## src/kwm_pkg.sv

```systemverilog
// ----------------------------------------------------------------------------
// kwm_pkg
// shared types and constants of the k-way merge with equal-value cohorts
// ----------------------------------------------------------------------------
package kwm_pkg;

  localparam int unsigned VAL_W  = 32;
  localparam int unsigned SIDX_W = 4;
  localparam int unsigned CFG_W  = 5;
  localparam int unsigned DEF_STREAMS = 16;

  localparam logic signed [VAL_W-1:0] I32MAX = 32'sh7fff_ffff;

  typedef enum logic [16:0] {
    ST_SWEEP   = 17'h00001,
    ST_PRE     = 17'h00002,
    ST_IDLE    = 17'h00004,
    ST_CHK     = 17'h00008,
    ST_HS      = 17'h00010,
    ST_VAL     = 17'h00020,
    ST_ROOT    = 17'h00040,
    ST_ROOTCHK = 17'h00080,
    ST_ROOTV   = 17'h00100,
    ST_CDOWN   = 17'h00200,
    ST_CRD     = 17'h00400,
    ST_CWR     = 17'h00800,
    ST_CUP     = 17'h01000,
    ST_ORD     = 17'h02000,
    ST_OLD     = 17'h04000,
    ST_OWAIT   = 17'h08000,
    ST_FIN     = 17'h10000
  } state_e;

endpackage

```

## src/kwm_in_if.sv

```systemverilog
// ----------------------------------------------------------------------------
// kwm_in_if
// input channel: next value or exhaustion of the pending stream
// ----------------------------------------------------------------------------
interface kwm_in_if;
  logic                               valid;
  logic                               ready;
  logic                               has_value;
  logic signed [kwm_pkg::VAL_W-1:0]   value;

  modport source (output valid, output has_value, output value, input ready);
  modport sink   (input valid, input has_value, input value, output ready);
endinterface

```

## src/kwm_out_if.sv

```systemverilog
// ----------------------------------------------------------------------------
// kwm_out_if
// output channel: one cohort member or the done word
// ----------------------------------------------------------------------------
interface kwm_out_if;
  logic                              valid;
  logic                              ready;
  logic [kwm_pkg::SIDX_W-1:0]        stream_index;
  logic signed [kwm_pkg::VAL_W-1:0]  min_value;
  logic                              last_in_cohort;
  logic                              done_res;

  modport source (output valid, output stream_index, output min_value,
                  output last_in_cohort, output done_res, input ready);
  modport sink   (input valid, input stream_index, input min_value,
                  input last_in_cohort, input done_res, output ready);
endinterface

```

## src/kwm_ram.sv

```systemverilog
// ----------------------------------------------------------------------------
// kwm_ram
// one write port, two registered read ports
// ----------------------------------------------------------------------------
module kwm_ram #(
  parameter int unsigned W  = 8,
  parameter int unsigned D  = 17,
  parameter int unsigned AW = 5
) (
  input  logic          clk_i,
  input  logic          we_i,
  input  logic [AW-1:0] waddr_i,
  input  logic [W-1:0]  wdata_i,
  input  logic [AW-1:0] raddr_a_i,
  input  logic [AW-1:0] raddr_b_i,
  output logic [W-1:0]  rdata_a_o,
  output logic [W-1:0]  rdata_b_o
);

  logic [W-1:0] mem [D];

  always_ff @(posedge clk_i) begin
    if (we_i) begin
      mem[waddr_i] <= wdata_i;
    end
    rdata_a_o <= mem[raddr_a_i];
    rdata_b_o <= mem[raddr_b_i];
  end

endmodule

```

## src/kway_merge_equal_cohorts.sv

```systemverilog
// ----------------------------------------------------------------------------
// kway_merge_equal_cohorts
// min-heap merge of sorted streams, reporting every stream tied at the minimum
// ----------------------------------------------------------------------------
//  channel   dir   handshake        payload
//  in_i      in    valid/ready      has_value, value
//  out_o     out   valid/ready      stream_index, min_value, last_in_cohort,
//                                   done_res
//  cfg       in    cfg_we_i         cfg_wdata_i (stream count)
//
//  each word sifts down the heap one level at a time, each level taking a child
//  slot read, a child value read and a compare.
//  a completing word adds a root read, a post-order walk over the tied nodes
//  and the result words; the heap and value memories have one write port.
//  after reset or a stream-count write a fill pass over all MAX_STREAMS + 1
//  heap slots runs with in_i.ready low; a stalled output holds the whole block.
// ----------------------------------------------------------------------------
module kway_merge_equal_cohorts #(
  parameter int unsigned MAX_STREAMS = 16
) (
  input  logic                        clk_i,
  input  logic                        rst_ni,
  kwm_in_if.sink                      in_i,
  kwm_out_if.source                   out_o,
  input  logic                        cfg_we_i,
  input  logic [kwm_pkg::CFG_W-1:0]   cfg_wdata_i
);

  localparam int unsigned NW    = $clog2(MAX_STREAMS + 1);
  localparam int unsigned LW    = NW + 1;
  localparam int unsigned DEPTH = MAX_STREAMS + 1;
  localparam int unsigned PW    = (MAX_STREAMS > 1) ? $clog2(MAX_STREAMS) : 1;
  localparam int unsigned SXW   = (NW > kwm_pkg::CFG_W) ? NW : kwm_pkg::CFG_W;
  localparam int unsigned VW    = kwm_pkg::VAL_W;
  localparam int unsigned XW    = kwm_pkg::SIDX_W;

  kwm_pkg::state_e st_q, st_d;

  logic [NW-1:0]  n_q, n_d;
  logic [NW-1:0]  c_q, c_d;
  logic [NW-1:0]  s_q, s_d;
  logic [NW-1:0]  hl_q, hl_d, hr_q, hr_d;
  logic [NW-1:0]  sw_q, sw_d;
  logic [NW-1:0]  pos_q, pos_d, cnt_q, cnt_d, len_q, len_d, oi_q, oi_d;
  logic signed [VW-1:0] x_q, x_d, mv_q, mv_d;
  logic [DEPTH-1:0] eql_q, eql_d, eqr_q, eqr_d;

  logic           ov_q, ov_d;
  logic [XW-1:0]  os_q, os_d;
  logic signed [VW-1:0] om_q, om_d;
  logic           ol_q, ol_d, od_q, od_d;

  // heap slot memory
  logic           hs_we;
  logic [NW-1:0]  hs_wa, hs_wd, hs_ra, hs_rb, hs_rda, hs_rdb;
  // stream value memory
  logic           vm_we;
  logic [NW-1:0]  vm_wa, vm_ra, vm_rb;
  logic [VW-1:0]  vm_wd, vm_rda, vm_rdb;

  // pending list memory
  logic [NW-1:0]  pn_mem [MAX_STREAMS];
  logic [XW-1:0]  ps_mem [MAX_STREAMS];
  logic           pm_we;
  logic [PW-1:0]  pm_wa, pm_ra;
  logic [NW-1:0]  pm_wn, pn_rd;
  logic [XW-1:0]  pm_ws, ps_rd;

  kwm_ram #(.W(NW), .D(DEPTH), .AW(NW)) u_hs_ram (
    .clk_i, .we_i(hs_we), .waddr_i(hs_wa), .wdata_i(hs_wd),
    .raddr_a_i(hs_ra), .raddr_b_i(hs_rb), .rdata_a_o(hs_rda), .rdata_b_o(hs_rdb)
  );

  kwm_ram #(.W(VW), .D(DEPTH), .AW(NW)) u_val_ram (
    .clk_i, .we_i(vm_we), .waddr_i(vm_wa), .wdata_i(vm_wd),
    .raddr_a_i(vm_ra), .raddr_b_i(vm_rb), .rdata_a_o(vm_rda), .rdata_b_o(vm_rdb)
  );

  always_ff @(posedge clk_i) begin
    if (pm_we) begin
      pn_mem[pm_wa] <= pm_wn;
      ps_mem[pm_wa] <= pm_ws;
    end
    pn_rd <= pn_mem[pm_ra];
    ps_rd <= ps_mem[pm_ra];
  end

  // combinational helpers
  logic [LW-1:0]  n_w, l_w, c1_w;
  logic [NW-1:0]  l_idx, r_idx, p_idx;
  logic           has_kids, has_r, in_has;
  logic signed [VW-1:0] vl, vr;
  logic [SXW-1:0] s_ext, cv_ext, hsm1;
  logic [NW-1:0]  in_node, in_s, cfg_n, sw_rem;
  logic           pos_last;

  always_comb begin
    n_w      = {1'b0, n_q};
    l_w      = {c_q, 1'b0};
    c1_w     = {1'b0, c_q} + LW'(1);
    l_idx    = l_w[NW-1:0];
    r_idx    = l_idx + NW'(1);
    p_idx    = c_q >> 1;
    has_kids = (l_w <= n_w);
    has_r    = (l_w < n_w);
    vl       = $signed(vm_rda);
    vr       = $signed(vm_rdb);
    in_has   = in_i.has_value && (in_i.value != kwm_pkg::I32MAX);
    s_ext    = SXW'(ps_rd) + SXW'(1);
    in_s     = (s_ext > SXW'(n_q)) ? n_q : s_ext[NW-1:0];
    in_node  = ((pn_rd == '0) || (pn_rd > n_q)) ? NW'(1) : pn_rd;
    hsm1     = SXW'(hs_rda) - SXW'(1);
    cv_ext   = SXW'(cfg_wdata_i);
    if (cv_ext == '0) begin
      cv_ext = SXW'(1);
    end
    if (cv_ext > SXW'(MAX_STREAMS)) begin
      cv_ext = SXW'(MAX_STREAMS);
    end
    cfg_n    = cv_ext[NW-1:0];
    sw_rem   = n_q - sw_q;
    pos_last = ((pos_q + NW'(1)) >= cnt_q);
  end

  always_comb begin
    st_d = st_q;
    n_d = n_q; c_d = c_q; s_d = s_q; hl_d = hl_q; hr_d = hr_q; sw_d = sw_q;
    pos_d = pos_q; cnt_d = cnt_q; len_d = len_q; oi_d = oi_q;
    x_d = x_q; mv_d = mv_q; eql_d = eql_q; eqr_d = eqr_q;
    ov_d = ov_q; os_d = os_q; om_d = om_q; ol_d = ol_q; od_d = od_q;
    hs_we = 1'b0; hs_wa = c_q; hs_wd = s_q; hs_ra = l_idx; hs_rb = r_idx;
    vm_we = 1'b0; vm_wa = s_q; vm_wd = x_q; vm_ra = hs_rda; vm_rb = hs_rdb;
    pm_we = 1'b0; pm_wa = len_q[PW-1:0]; pm_wn = c_q; pm_ws = hsm1[XW-1:0];
    pm_ra = pos_q[PW-1:0];

    unique case (st_q)
      kwm_pkg::ST_SWEEP: begin
        hs_we = 1'b1;
        hs_wa = sw_q;
        hs_wd = ((sw_q != '0) && (sw_q <= n_q)) ? sw_q : '0;
        vm_we = 1'b1;
        vm_wa = sw_q;
        vm_wd = (sw_q == '0) ? kwm_pkg::I32MAX : '0;
        if (sw_q < NW'(MAX_STREAMS)) begin
          pm_we = 1'b1;
          pm_wa = sw_q[PW-1:0];
          pm_wn = (sw_q < n_q) ? sw_rem : '0;
          pm_ws = (sw_q < n_q) ? XW'(sw_rem - NW'(1)) : '0;
        end
        if (sw_q == NW'(MAX_STREAMS)) begin
          pos_d = '0;
          cnt_d = n_q;
          st_d  = kwm_pkg::ST_PRE;
        end else begin
          sw_d = sw_q + NW'(1);
        end
      end
      kwm_pkg::ST_PRE: begin
        pm_ra = pos_q[PW-1:0];
        st_d  = kwm_pkg::ST_IDLE;
      end
      kwm_pkg::ST_IDLE: begin
        if (in_i.valid) begin
          x_d   = in_has ? in_i.value : kwm_pkg::I32MAX;
          s_d   = in_has ? in_s : '0;
          c_d   = in_node;
          vm_we = 1'b1;
          vm_wa = in_has ? in_s : '0;
          vm_wd = in_has ? in_i.value : kwm_pkg::I32MAX;
          st_d  = kwm_pkg::ST_CHK;
        end
      end
      kwm_pkg::ST_CHK: begin
        if (!has_kids) begin
          hs_we = 1'b1;
          eql_d[c_q] = 1'b0;
          eqr_d[c_q] = 1'b0;
          if (pos_last) begin
            pos_d = '0;
            st_d  = kwm_pkg::ST_ROOT;
          end else begin
            pos_d = pos_q + NW'(1);
            st_d  = kwm_pkg::ST_PRE;
          end
        end else begin
          st_d = kwm_pkg::ST_HS;
        end
      end
      kwm_pkg::ST_HS: begin
        hl_d  = hs_rda;
        hr_d  = has_r ? hs_rdb : '0;
        vm_ra = hs_rda;
        vm_rb = has_r ? hs_rdb : '0;
        st_d  = kwm_pkg::ST_VAL;
      end
      kwm_pkg::ST_VAL: begin
        hs_we = 1'b1;
        priority if (vl < vr) begin
          eqr_d[c_q] = 1'b0;
          if (x_q > vl) begin
            hs_wd = hl_q;
            eql_d[c_q] = eql_q[l_idx] | eqr_q[l_idx];
            c_d = l_idx;
          end else begin
            eql_d[c_q] = (x_q == vl);
          end
        end else if (vr < vl) begin
          eql_d[c_q] = 1'b0;
          if (x_q > vr) begin
            hs_wd = hr_q;
            eqr_d[c_q] = eql_q[r_idx] | eqr_q[r_idx];
            c_d = r_idx;
          end else begin
            eqr_d[c_q] = (x_q == vr);
          end
        end else begin
          if (x_q > vl) begin
            hs_wd = hl_q;
            eql_d[c_q] = eql_q[l_idx] | eqr_q[l_idx];
            eqr_d[c_q] = 1'b1;
            c_d = l_idx;
          end else begin
            eql_d[c_q] = (x_q == vl);
            eqr_d[c_q] = (x_q == vl);
          end
        end
        if (((vl <= vr) && (x_q > vl)) || ((vr < vl) && (x_q > vr))) begin
          st_d = kwm_pkg::ST_CHK;
        end else if (pos_last) begin
          pos_d = '0;
          st_d  = kwm_pkg::ST_ROOT;
        end else begin
          pos_d = pos_q + NW'(1);
          st_d  = kwm_pkg::ST_PRE;
        end
      end
      kwm_pkg::ST_ROOT: begin
        hs_ra = NW'(1);
        st_d  = kwm_pkg::ST_ROOTCHK;
      end
      kwm_pkg::ST_ROOTCHK: begin
        vm_ra = hs_rda;
        if (hs_rda == '0) begin
          ov_d = 1'b1;
          os_d = '0;
          om_d = '0;
          ol_d = 1'b0;
          od_d = 1'b1;
          st_d = kwm_pkg::ST_OWAIT;
        end else begin
          st_d = kwm_pkg::ST_ROOTV;
        end
      end
      kwm_pkg::ST_ROOTV: begin
        mv_d  = vl;
        c_d   = NW'(1);
        len_d = '0;
        st_d  = kwm_pkg::ST_CDOWN;
      end
      kwm_pkg::ST_CDOWN: begin
        priority if (eql_q[c_q] && (l_w <= n_w)) begin
          c_d = l_idx;
        end else if (eqr_q[c_q] && ((l_w + LW'(1)) <= n_w)) begin
          c_d = r_idx;
        end else begin
          st_d = kwm_pkg::ST_CRD;
        end
      end
      kwm_pkg::ST_CRD: begin
        hs_ra = c_q;
        st_d  = kwm_pkg::ST_CWR;
      end
      kwm_pkg::ST_CWR: begin
        if (len_q < NW'(MAX_STREAMS)) begin
          pm_we = 1'b1;
          len_d = len_q + NW'(1);
        end
        st_d = kwm_pkg::ST_CUP;
      end
      kwm_pkg::ST_CUP: begin
        if (c_q == NW'(1)) begin
          cnt_d = len_q;
          oi_d  = '0;
          st_d  = kwm_pkg::ST_ORD;
        end else if (!c_q[0] && eqr_q[p_idx] && (c1_w <= n_w)) begin
          c_d  = c1_w[NW-1:0];
          st_d = kwm_pkg::ST_CDOWN;
        end else begin
          c_d  = p_idx;
          st_d = kwm_pkg::ST_CRD;
        end
      end
      kwm_pkg::ST_ORD: begin
        pm_ra = oi_q[PW-1:0];
        st_d  = kwm_pkg::ST_OLD;
      end
      kwm_pkg::ST_OLD: begin
        ov_d = 1'b1;
        os_d = ps_rd;
        om_d = mv_q;
        ol_d = ((oi_q + NW'(1)) == cnt_q);
        od_d = 1'b0;
        st_d = kwm_pkg::ST_OWAIT;
      end
      kwm_pkg::ST_OWAIT: begin
        if (out_o.ready) begin
          ov_d = 1'b0;
          if (od_q) begin
            st_d = kwm_pkg::ST_FIN;
          end else if (ol_q) begin
            pos_d = '0;
            st_d  = kwm_pkg::ST_PRE;
          end else begin
            oi_d = oi_q + NW'(1);
            st_d = kwm_pkg::ST_ORD;
          end
        end
      end
      kwm_pkg::ST_FIN: begin
        st_d = kwm_pkg::ST_FIN;
      end
      default: begin
        st_d = kwm_pkg::ST_SWEEP;
      end
    endcase

    // stream count write restarts the merge
    if (cfg_we_i) begin
      n_d   = cfg_n;
      sw_d  = '0;
      eql_d = '0;
      eqr_d = '0;
      ov_d  = 1'b0;
      st_d  = kwm_pkg::ST_SWEEP;
    end
  end

  always_ff @(posedge clk_i or negedge rst_ni) begin
    if (!rst_ni) begin
      st_q  <= kwm_pkg::ST_SWEEP;
      n_q   <= NW'((MAX_STREAMS < kwm_pkg::DEF_STREAMS) ? MAX_STREAMS
                                                         : kwm_pkg::DEF_STREAMS);
      sw_q  <= '0;
      pos_q <= '0;
      cnt_q <= '0;
      len_q <= '0;
      oi_q  <= '0;
      eql_q <= '0;
      eqr_q <= '0;
      ov_q  <= 1'b0;
      od_q  <= 1'b0;
      ol_q  <= 1'b0;
    end else begin
      st_q  <= st_d;
      n_q   <= n_d;
      sw_q  <= sw_d;
      pos_q <= pos_d;
      cnt_q <= cnt_d;
      len_q <= len_d;
      oi_q  <= oi_d;
      eql_q <= eql_d;
      eqr_q <= eqr_d;
      ov_q  <= ov_d;
      od_q  <= od_d;
      ol_q  <= ol_d;
    end
  end

  always_ff @(posedge clk_i) begin
    c_q  <= c_d;
    s_q  <= s_d;
    hl_q <= hl_d;
    hr_q <= hr_d;
    x_q  <= x_d;
    mv_q <= mv_d;
    os_q <= os_d;
    om_q <= om_d;
  end

  assign in_i.ready           = (st_q == kwm_pkg::ST_IDLE) || (st_q == kwm_pkg::ST_FIN);
  assign out_o.valid          = ov_q;
  assign out_o.stream_index   = os_q;
  assign out_o.min_value      = om_q;
  assign out_o.last_in_cohort = ol_q;
  assign out_o.done_res       = od_q;

endmodule

```

## src/flat_wrapper.sv

```systemverilog
// flat-port wrapper written by rule: the top's interface ports become plain ports
module kway_merge_equal_cohorts_flat 
#(
  parameter int unsigned MAX_STREAMS = 16
)
  (clk_i, rst_ni, cfg_we_i, cfg_wdata_i, in_i_valid, in_i_has_value, in_i_value, in_i_ready, out_o_valid, out_o_stream_index, out_o_min_value, out_o_last_in_cohort, out_o_done_res, out_o_ready);
  kwm_in_if in_i_i ();
  kwm_out_if out_o_i ();
  input  logic clk_i;
  input  logic rst_ni;
  input  logic cfg_we_i;
  input  logic [kwm_pkg::CFG_W-1:0] cfg_wdata_i;
  input wire logic [$bits(in_i_i.valid)-1:0] in_i_valid;
  input wire logic [$bits(in_i_i.has_value)-1:0] in_i_has_value;
  input wire logic [$bits(in_i_i.value)-1:0] in_i_value;
  output wire logic [$bits(in_i_i.ready)-1:0] in_i_ready;
  output wire logic [$bits(out_o_i.valid)-1:0] out_o_valid;
  output wire logic [$bits(out_o_i.stream_index)-1:0] out_o_stream_index;
  output wire logic [$bits(out_o_i.min_value)-1:0] out_o_min_value;
  output wire logic [$bits(out_o_i.last_in_cohort)-1:0] out_o_last_in_cohort;
  output wire logic [$bits(out_o_i.done_res)-1:0] out_o_done_res;
  input wire logic [$bits(out_o_i.ready)-1:0] out_o_ready;
  assign in_i_i.valid = in_i_valid;
  assign in_i_i.has_value = in_i_has_value;
  assign in_i_i.value = in_i_value;
  assign in_i_ready = in_i_i.ready;
  assign out_o_valid = out_o_i.valid;
  assign out_o_stream_index = out_o_i.stream_index;
  assign out_o_min_value = out_o_i.min_value;
  assign out_o_last_in_cohort = out_o_i.last_in_cohort;
  assign out_o_done_res = out_o_i.done_res;
  assign out_o_i.ready = out_o_ready;
  kway_merge_equal_cohorts #(.MAX_STREAMS(MAX_STREAMS)) u_core (.clk_i(clk_i), .rst_ni(rst_ni), .in_i(in_i_i), .out_o(out_o_i), .cfg_we_i(cfg_we_i), .cfg_wdata_i(cfg_wdata_i));
endmodule
```

## config.mk

```make
export PLATFORM = sky130hd
export DESIGN_NAME = kway_merge_equal_cohorts_flat
export DESIGN_NICKNAME = d
export VERILOG_FILES = /design/src/kwm_pkg.sv /design/src/kwm_in_if.sv /design/src/kwm_out_if.sv /design/src/kwm_ram.sv /design/src/kway_merge_equal_cohorts.sv /design/src/flat_wrapper.sv
export SDC_FILE = /design/constraint.sdc
export NUM_CORES = 2
export LEC_CHECK = 0
export CAP_MARGIN = 20
export CORE_ASPECT_RATIO = 1.2
export CORE_MARGIN = 1
export CORE_UTILIZATION = 54
export CTS_CLUSTER_DIAMETER = 200
export DETAILED_ROUTE_END_ITERATION = 10
export DONT_BUFFER_PORTS = 1
export PLACE_DENSITY = 0.75
export SYNTH_ARGS = -nofsm -noshare
export SYNTH_HDL_FRONTEND = slang
export SYNTH_SLANG_ARGS = --single-unit
```

## constraint.sdc

```tcl
create_clock -name clk_i -period 11.5 [get_ports clk_i]
set_input_delay 0 -clock clk_i [delete_from_list [all_inputs] [get_ports clk_i]]
set_output_delay 0 -clock clk_i [all_outputs]
set_load 0.03 [all_outputs]
```

Yosys cells after proc, flatten, opt, wreduce, memory -nomap -nowiden
Memories as Yosys holds them, arrays and structs flattened. A register that Yosys moved wholly into a read port is not among the register bits.
Index checks and enable logic that the tools add are counted.
- register bits after elaboration: 204
- memory bits (writable): 773
- bits of input ports: 43
- output and inout bits: 40
- logic and storage cells: 280
- memories kept: 4
- $add $sub $neg: 11
- magnitude comparators: 22
- eq/ne operators: 45
- muxes and demuxes: 134
- bitwise logic cells: 6
- reductions and logical operators: 38
- memories (name ; words ; width ; rd ports ; clocked after memory_dff ; write ports ; RTL line ; source):
    u_core.u_val_ram.mem ; 17 ; 32 ; 2 ; 2 ; 1 ; kwm_ram.sv:20 ; logic [W-1:0] mem [D];
    u_core.u_hs_ram.mem ; 17 ; 5 ; 2 ; 2 ; 1 ; kwm_ram.sv:20 ;
    u_core.pn_mem ; 16 ; 5 ; 1 ; 1 ; 1 ; kway_merge_equal_cohorts.sv:62 ; logic [NW-1:0] pn_mem [MAX_STREAMS];
    u_core.ps_mem ; 16 ; 4 ; 1 ; 1 ; 1 ; kway_merge_equal_cohorts.sv:63 ; logic [XW-1:0] ps_mem [MAX_STREAMS];
- operator list (cell ; number):
    17-bit 2-to-1 mux ; 21
    17-bit one-hot mux with 17 select lines ; 1
    5-bit 2-to-1 mux ; 43
    32-bit one-hot mux with 2 select lines ; 2
    32-bit 2-to-1 mux ; 3
    17-bit bitwise mux ; 5
    17-bit one-hot mux with 2 select lines ; 2
    32-bit == test ; 2
    32-bit > comparator ; 2
    32-bit less-than comparator ; 2
    5-bit one-hot mux with 2 select lines ; 6
    17-bit bitwise AND ; 2
    32-bit less-or-equal comparator ; 1
    32-bit != test (second input constant) ; 1
    31-bit 2-to-1 mux ; 1
    4-bit 2-to-1 mux ; 7
    5-bit by 1-bit adder with 5-bit output (second input constant) ; 5
    5-bit one-hot mux with 5 select lines ; 1
    1-bit 2-to-1 mux ; 22
    1-bit binary-select mux with 5-bit select ; 4
    5-bit logical NOT ; 4
    5-bit one-hot mux with 4 select lines ; 1
    6-bit by 5-bit less-or-equal comparator with 1-bit output ; 3
    5-bit by 6-bit less-than comparator with 1-bit output (second input constant) ; 3
    other kinds (64) ; 112

Longest topological paths before layout
- depth after elaboration: 10
- gate-level depth with buffers: 15
- depth with buffers taken out: 12

By module
From an unflattened synthesis, not the netlist that was laid out.
- cells, all modules: 3324
- area total of the unflattened synthesis: 51012.7 µm²
- modules (own cells, without submodules) (module ; instances ; cells each ; area an instance (µm²) ; seq. area each (µm²)):
    kwm_ram at u_core.u_val_ram ; 1 ; 1253 ; 26643.1 ; 17616.9
    kway_merge_equal_cohorts ; 1 ; 1831 ; 19999.2 ; 10212.3
    kwm_ram at u_core.u_hs_ram ; 1 ; 240 ; 4370.4 ; 2752.6

Worst setup path after synthesis
OpenSTA, ideal clock, no wires.
- kind: reg2reg
- start point: register u_core.ps_rd[0] (read register of u_core.ps_mem)
- end point: memory u_core.u_val_ram.mem[8][0] (netlist bit), enable pin
- library setup time: 0.513 ns
- arrival time: 5.952 ns
- data required time: 10.987 ns
- setup slack: 5.035 ns
- cell stages (with the launch flop): 12
- path buffers: 1
- clock period less this slack: 6.465 ns
- cell sequence: dfxtp_1 -> ha_1 -> ha_1 -> nor2b_1 -> o21a_1 -> o21ai_0 -> a21o_1 -> clkbuf_1 -> mux2i_1 -> o22ai_1 -> a2111oi_1 -> nor4b_1
- word-level cells in the longest chain between the ends: 6
- RTL lines (what ; RTL line ; source):
    from (decl) ; kway_merge_equal_cohorts.sv:67 ; logic [XW-1:0] pm_ws, ps_rd;
    4-bit by 1-bit adder with 5-bit output * ; kway_merge_equal_cohorts.sv:109 ; s_ext = SXW'(ps_rd) + SXW'(1);
    5-bit > comparator ; kway_merge_equal_cohorts.sv:110 ; in_s = (s_ext > SXW'(n_q)) ? n_q : s_ext[NW-1:0];
    5-bit 2-to-1 mux * ; kway_merge_equal_cohorts.sv:110 ;
    5-bit 2-to-1 mux * ; kway_merge_equal_cohorts.sv:168 ; vm_wa = in_has ? in_s : '0;
    5-bit 2-to-1 mux * ; kway_merge_equal_cohorts.sv:163 ; if (in_i.valid) begin
    5-bit one-hot mux with 2 select lines * ; kway_merge_equal_cohorts.sv:136 ; unique case (st_q)
    to (decl) ; kwm_ram.sv:20 ;
Every way passes the cells marked *; elsewhere a longest branch is shown, timed or not.

Final worst setup path
- start point: register u_core.st_q[13]
- end point: memory u_core.u_val_ram.mem[12][16] (netlist bit), enable pin
- word-level cells in the longest chain between the ends: 4
- elaborated cells between the ends (all ways): 6
- classes of those cells: 2 x eq/ne; 4 x mux
- RTL lines (what ; RTL line ; source):
    from (decl) ; kway_merge_equal_cohorts.sv:37 ; kwm_pkg::state_e st_q, st_d;
    from (signal assigned) ; kway_merge_equal_cohorts.sv:340 ; st_q <= kwm_pkg::ST_SWEEP;
    from (signal assigned) ; kway_merge_equal_cohorts.sv:354 ; st_q <= st_d;
    17-bit by 3-bit == test with 1-bit output / 17-bit by 1-bit == test with 1-bit output (equally long branches) ; kway_merge_equal_cohorts.sv:136 ;
    1-bit one-hot mux with 2 select lines ; kway_merge_equal_cohorts.sv:136 ;
    1-bit 2-to-1 mux ; kwm_ram.sv:23 ; if (we_i) begin
    1-bit 2-to-1 mux (implied by the code) ; kwm_ram.sv:24 ; mem[waddr_i] <= wdata_i;
Parallel ways exist; a longest one is shown, timed or not.

==> impl_metrics.tcl <==
set metrics [dict create \
    status "finished clean" \
    cp-end-kind "register" \
    avgSynthCellArea_um2 13.54 \
    cp_top_family "simple AND/OR/NAND/NOR gates" \
    drive_gt1_share_pct 15.85 \
    drc 0 \
    timing.fmax_mhz 184.3 \
    netlist_area_um2 51050 \
    setup_viol 0 \
    seqPwrFrac_pct 46.7 \
    final_cells 5135 \
    syn_nets 3954 \
    dpl_cell_area_um2 52360 \
    core_area_um2 93720 \
    cts_buffers 103 \
    finish.net_count 3967 \
    synth-edff-count 893 \
    hold_path_class "in -> reg" \
    period_share_pct 47.17 \
    fin_area_um2 56710 \
    required_ns 11.86 \
    r2r_setup_slack_ns 6.08 \
    port_buffers 0 \
    initial_core_util_pct 54.47 \
    dr.pass1.iters 7 \
    routed_wl_mm 150.4 \
    hpwl_mm 92.14 \
    cp-startpoint "u_core.st_q[13]$_DFFE_PN0P_" \
    synthCells 3771 \
    path_class "reg -> reg" \
    post_cts_resized 0 \
    worstMarginPinSlew_ns 1.245 \
    globalRouteOverflowTotal 0 \
    final_max_slew_viol_count 0 \
    grt_use_total_pct 31.27 \
    fp.dieH_um 338.8 \
    design.die.area_um2 95780 \
    clockBufferDepth 3 \
    p_int_mw 8.650 \
    drtIter0Drc 4531 \
    relSlewSlack_pct 16.71 \
    final.setup_skew_ns 0.03874 \
    path_buf_inv 3 \
    synth_cell_types 91 \
    pwr-share-clk_pct 27.3 \
    yosys_register_bits 1060 \
    cts_tree "yes" \
    placed_cells 4850 \
    antenna_left 0 \
    area_growth_pct 11.08 \
    post_cts_buffers 0 \
    critPathMaxFanout 74 \
    cellPowerDensity_nw_per_um2 225.7 \
    insertion_delay_ns 0.70 \
    grt_pass1_wl_mm 218.9 \
    cts_sinks 1060 \
    yosysWarnings 0 \
    max-vdd-ir-drop_v 0.0001554 \
    async_reset_ff_share_pct 7.925 \
    startpoint_type "register" \
    arrival_ns 5.78 \
    slowest_stage "or4_1" \
    cap_violations 0 \
    final_cell_mix "893 x edfxtp_1, 283 x nor2_1, 259 x nand2_1" \
    p_comb_share_pct 26.0 \
    synth-main-ff-cell "edfxtp_1" \
    viasPerCell 6.782 \
    num_rows 123 \
    grt_setup_unrepaired "no" \
    gp_congestion 1.009 \
    final_common_cell "edfxtp_1" \
    htreeDepth 3 \
    leakage_nw 19.85 \
    path_common_cell "buf_4" \
    max_stage_delay_ns 0.72 \
    boundaryPins 83 \
    p_sw_share_pct 32.42 \
    reg2reg_from "u_core.st_q[13]$_DFFE_PN0P_" \
    hp-start "in_i_valid" \
    clk_pin_slew_ns 0.07 \
    fin_tns_setup_ns 0 \
    antenna_found_initial 10 \
    fp.dieW_um 282.7 \
    dr_total_vias 34830 \
    grt_start_max_net_pins 161 \
    grt_pass1_vias 34250 \
    cp_cell_sequence "or4_1 > nor3b_2 > nand4_1 > inv_2 > buf_4 > a21oi_1 > a2111oi_1 > nand2_1 > nor2_4 > buf_4" \
    min_period_ns 5.425 \
    wire_per_inst_um 29.29 \
    synth_seq_area_share_pct 59.90 \
    p_sw_mw 4.150 \
    root_buffer "clkbuf_16" \
    hold_viol_final 0 \
]
[through the flow]
stage	util, %	hold slack (ns)	power, mW	setup WS, ns
3_5_place_dp	55.87	-0.2935	9.226	6.287
6_report	60.51	0.05482	12.80	6.075
2_1_floorplan	-	-0.2956	7.913	5.035
3_3_place_gp	55.86	-0.2939	9.122	6.318
5_1_grt	60.48	0.06387	13.18	5.756
4_1_cts	60.44	0.002904	12.71	6.230
[registers in the layout, indices dropped and copies added, names as in the netlist, 17 cells and up]
| name | count |
|---|---|
| u_core.pn_mem | 80 |
| u_core.st_q | 17 |
| u_core.u_hs_ram.mem | 85 |
| u_core.out_o.min_value | 32 |
| u_core.ps_mem | 64 |
| u_core.u_val_ram.mem | 544 |
| u_core.eqr_q | 17 |
| u_core.x_q | 32 |
| u_core.u_val_ram.rdata_b_o | 32 |
| u_core.u_val_ram.rdata_a_o | 32 |
| u_core.eql_q | 17 |
| u_core.mv_q | 32 |
[cell families after synthesis]
kind of cell | count (synthesis) | synth area share (%)
buffers and inverters | 348 | 2.796
xor gates and xnor gates | 29 | 0.4975
AOI/OAI and AO/OA | 778 | 10.43
muxes | 467 | 14.10
and+or+nand+nor | 949 | 8.833
adders and majority gates | 140 | 3.446
DFF | 1060 | 59.90
[worst register-to-register path: cells and delay by family (launching register included)]
| kind | cells | cell delay, ns |
|---|---|---|
| DFF | 1 | 0.40 |
| buffers and inverters | 3 | 1.23 |
| AOI/OAI and AO/OA | 2 | 0.97 |
| and+or+nand+nor | 5 | 2.49 |
[layer usage]
metal	routed length (um)	vias to the layer above	global-route usage, %
met2	71450	2277	49.80
li1	-	14750	-
met5	24	-	0
met1	53470	17310	39.48
met4	8462	4	16.78
met3	17010	484	7.451
[synth_stat cells (8+ instances only)]
library cell  instances  area [um^2]
nor2_1              300         1126
a21oi_1             190        950.9
xnor2_1              17        148.9
a21o_1               17        127.6
nor3_1               64        320.3
a221o_1              42        420.4
o21ai_0              95        475.5
mux2i_1             179         1792
a31oi_1              18        112.6
o22a_1               33        289.0
clkbuf_1            157        589.3
o22ai_1             111        694.4
nand2b_1             12        75.07
nor2b_1              48        300.3
xor2_1               12        105.1
nand4_1              44        275.3
buf_1                25        93.84
a21bo_2              31        310.3
dfxtp_1              83         1662
o21a_1                9        67.56
nand2_1             261        979.7
o21ai_1              10        50.05
a22o_1               10        87.58
nor4_1               20        125.1
nand3_1              82        410.4
a211oi_1            102        765.7
a211oi_2             10        125.1
o32ai_1               9        78.83
o31ai_1              17        127.6
buf_2                43        215.2
and2_1               51        319.1
inv_1               113        424.2
mux2_2               96         1081
ha_1                139         1739
edfxtp_1            893        26820
nand4b_1              8        70.07
mux4_2              192         4324
dfrtp_1              82         2052
o211ai_1             15        112.6
a211o_1               8        70.07
[layout make-up]
| type | count | area [um^2] |
|---|---|---|
| multi-input cells | 2363 | 19280 |
| diodes | 17 | 42.54 |
| fillers | 6876 | 37010 |
| well taps | 1250 | 1564 |
| clock inverters | 61 | 726.9 |
| repair buffers | 141 | 1314 |
| inverters | 115 | 431.7 |
| clock buffers | 128 | 2744 |
| flip-flops and latches | 1060 | 30600 |
[worst paths after layout]
kind,end,depth (start not counted)
setup / recovery,u_core.u_val_ram.mem[12][16]$_DFFE_PP_,10
hold / removal,u_core.u_val_ram.mem[9][8]$_DFFE_PP_,2
setup reg to reg,u_core.u_val_ram.mem[12][16]$_DFFE_PP_,10
hold reg to reg,u_core.mv_q[13]$_DFFE_PP_,0
max in group asynchronous,u_core.len_q[3]$_DFFE_PN0P_,4
min in group asynchronous,u_core.st_q[0]$_DFFE_PN1P_,3
[power by group through the flow]
stage | combinational, mW | sequential, mW | clock (mW)
after floorplan | 2.01 | 5.90 | 0
after global placement | 3.10 | 6.02 | 0
after detailed placement | 3.18 | 6.04 | 0
after CTS | 3.22 | 5.97 | 3.52
after global routing | 3.52 | 6.01 | 3.65
final | 3.32 | 5.98 | 3.50
[repair_timing]
item,CTS,global route
hold endpoints to repair,600,0
endpoints found under the setup margin,0,0
hold buffers,76,0
(Power assumes the default switching activity.)
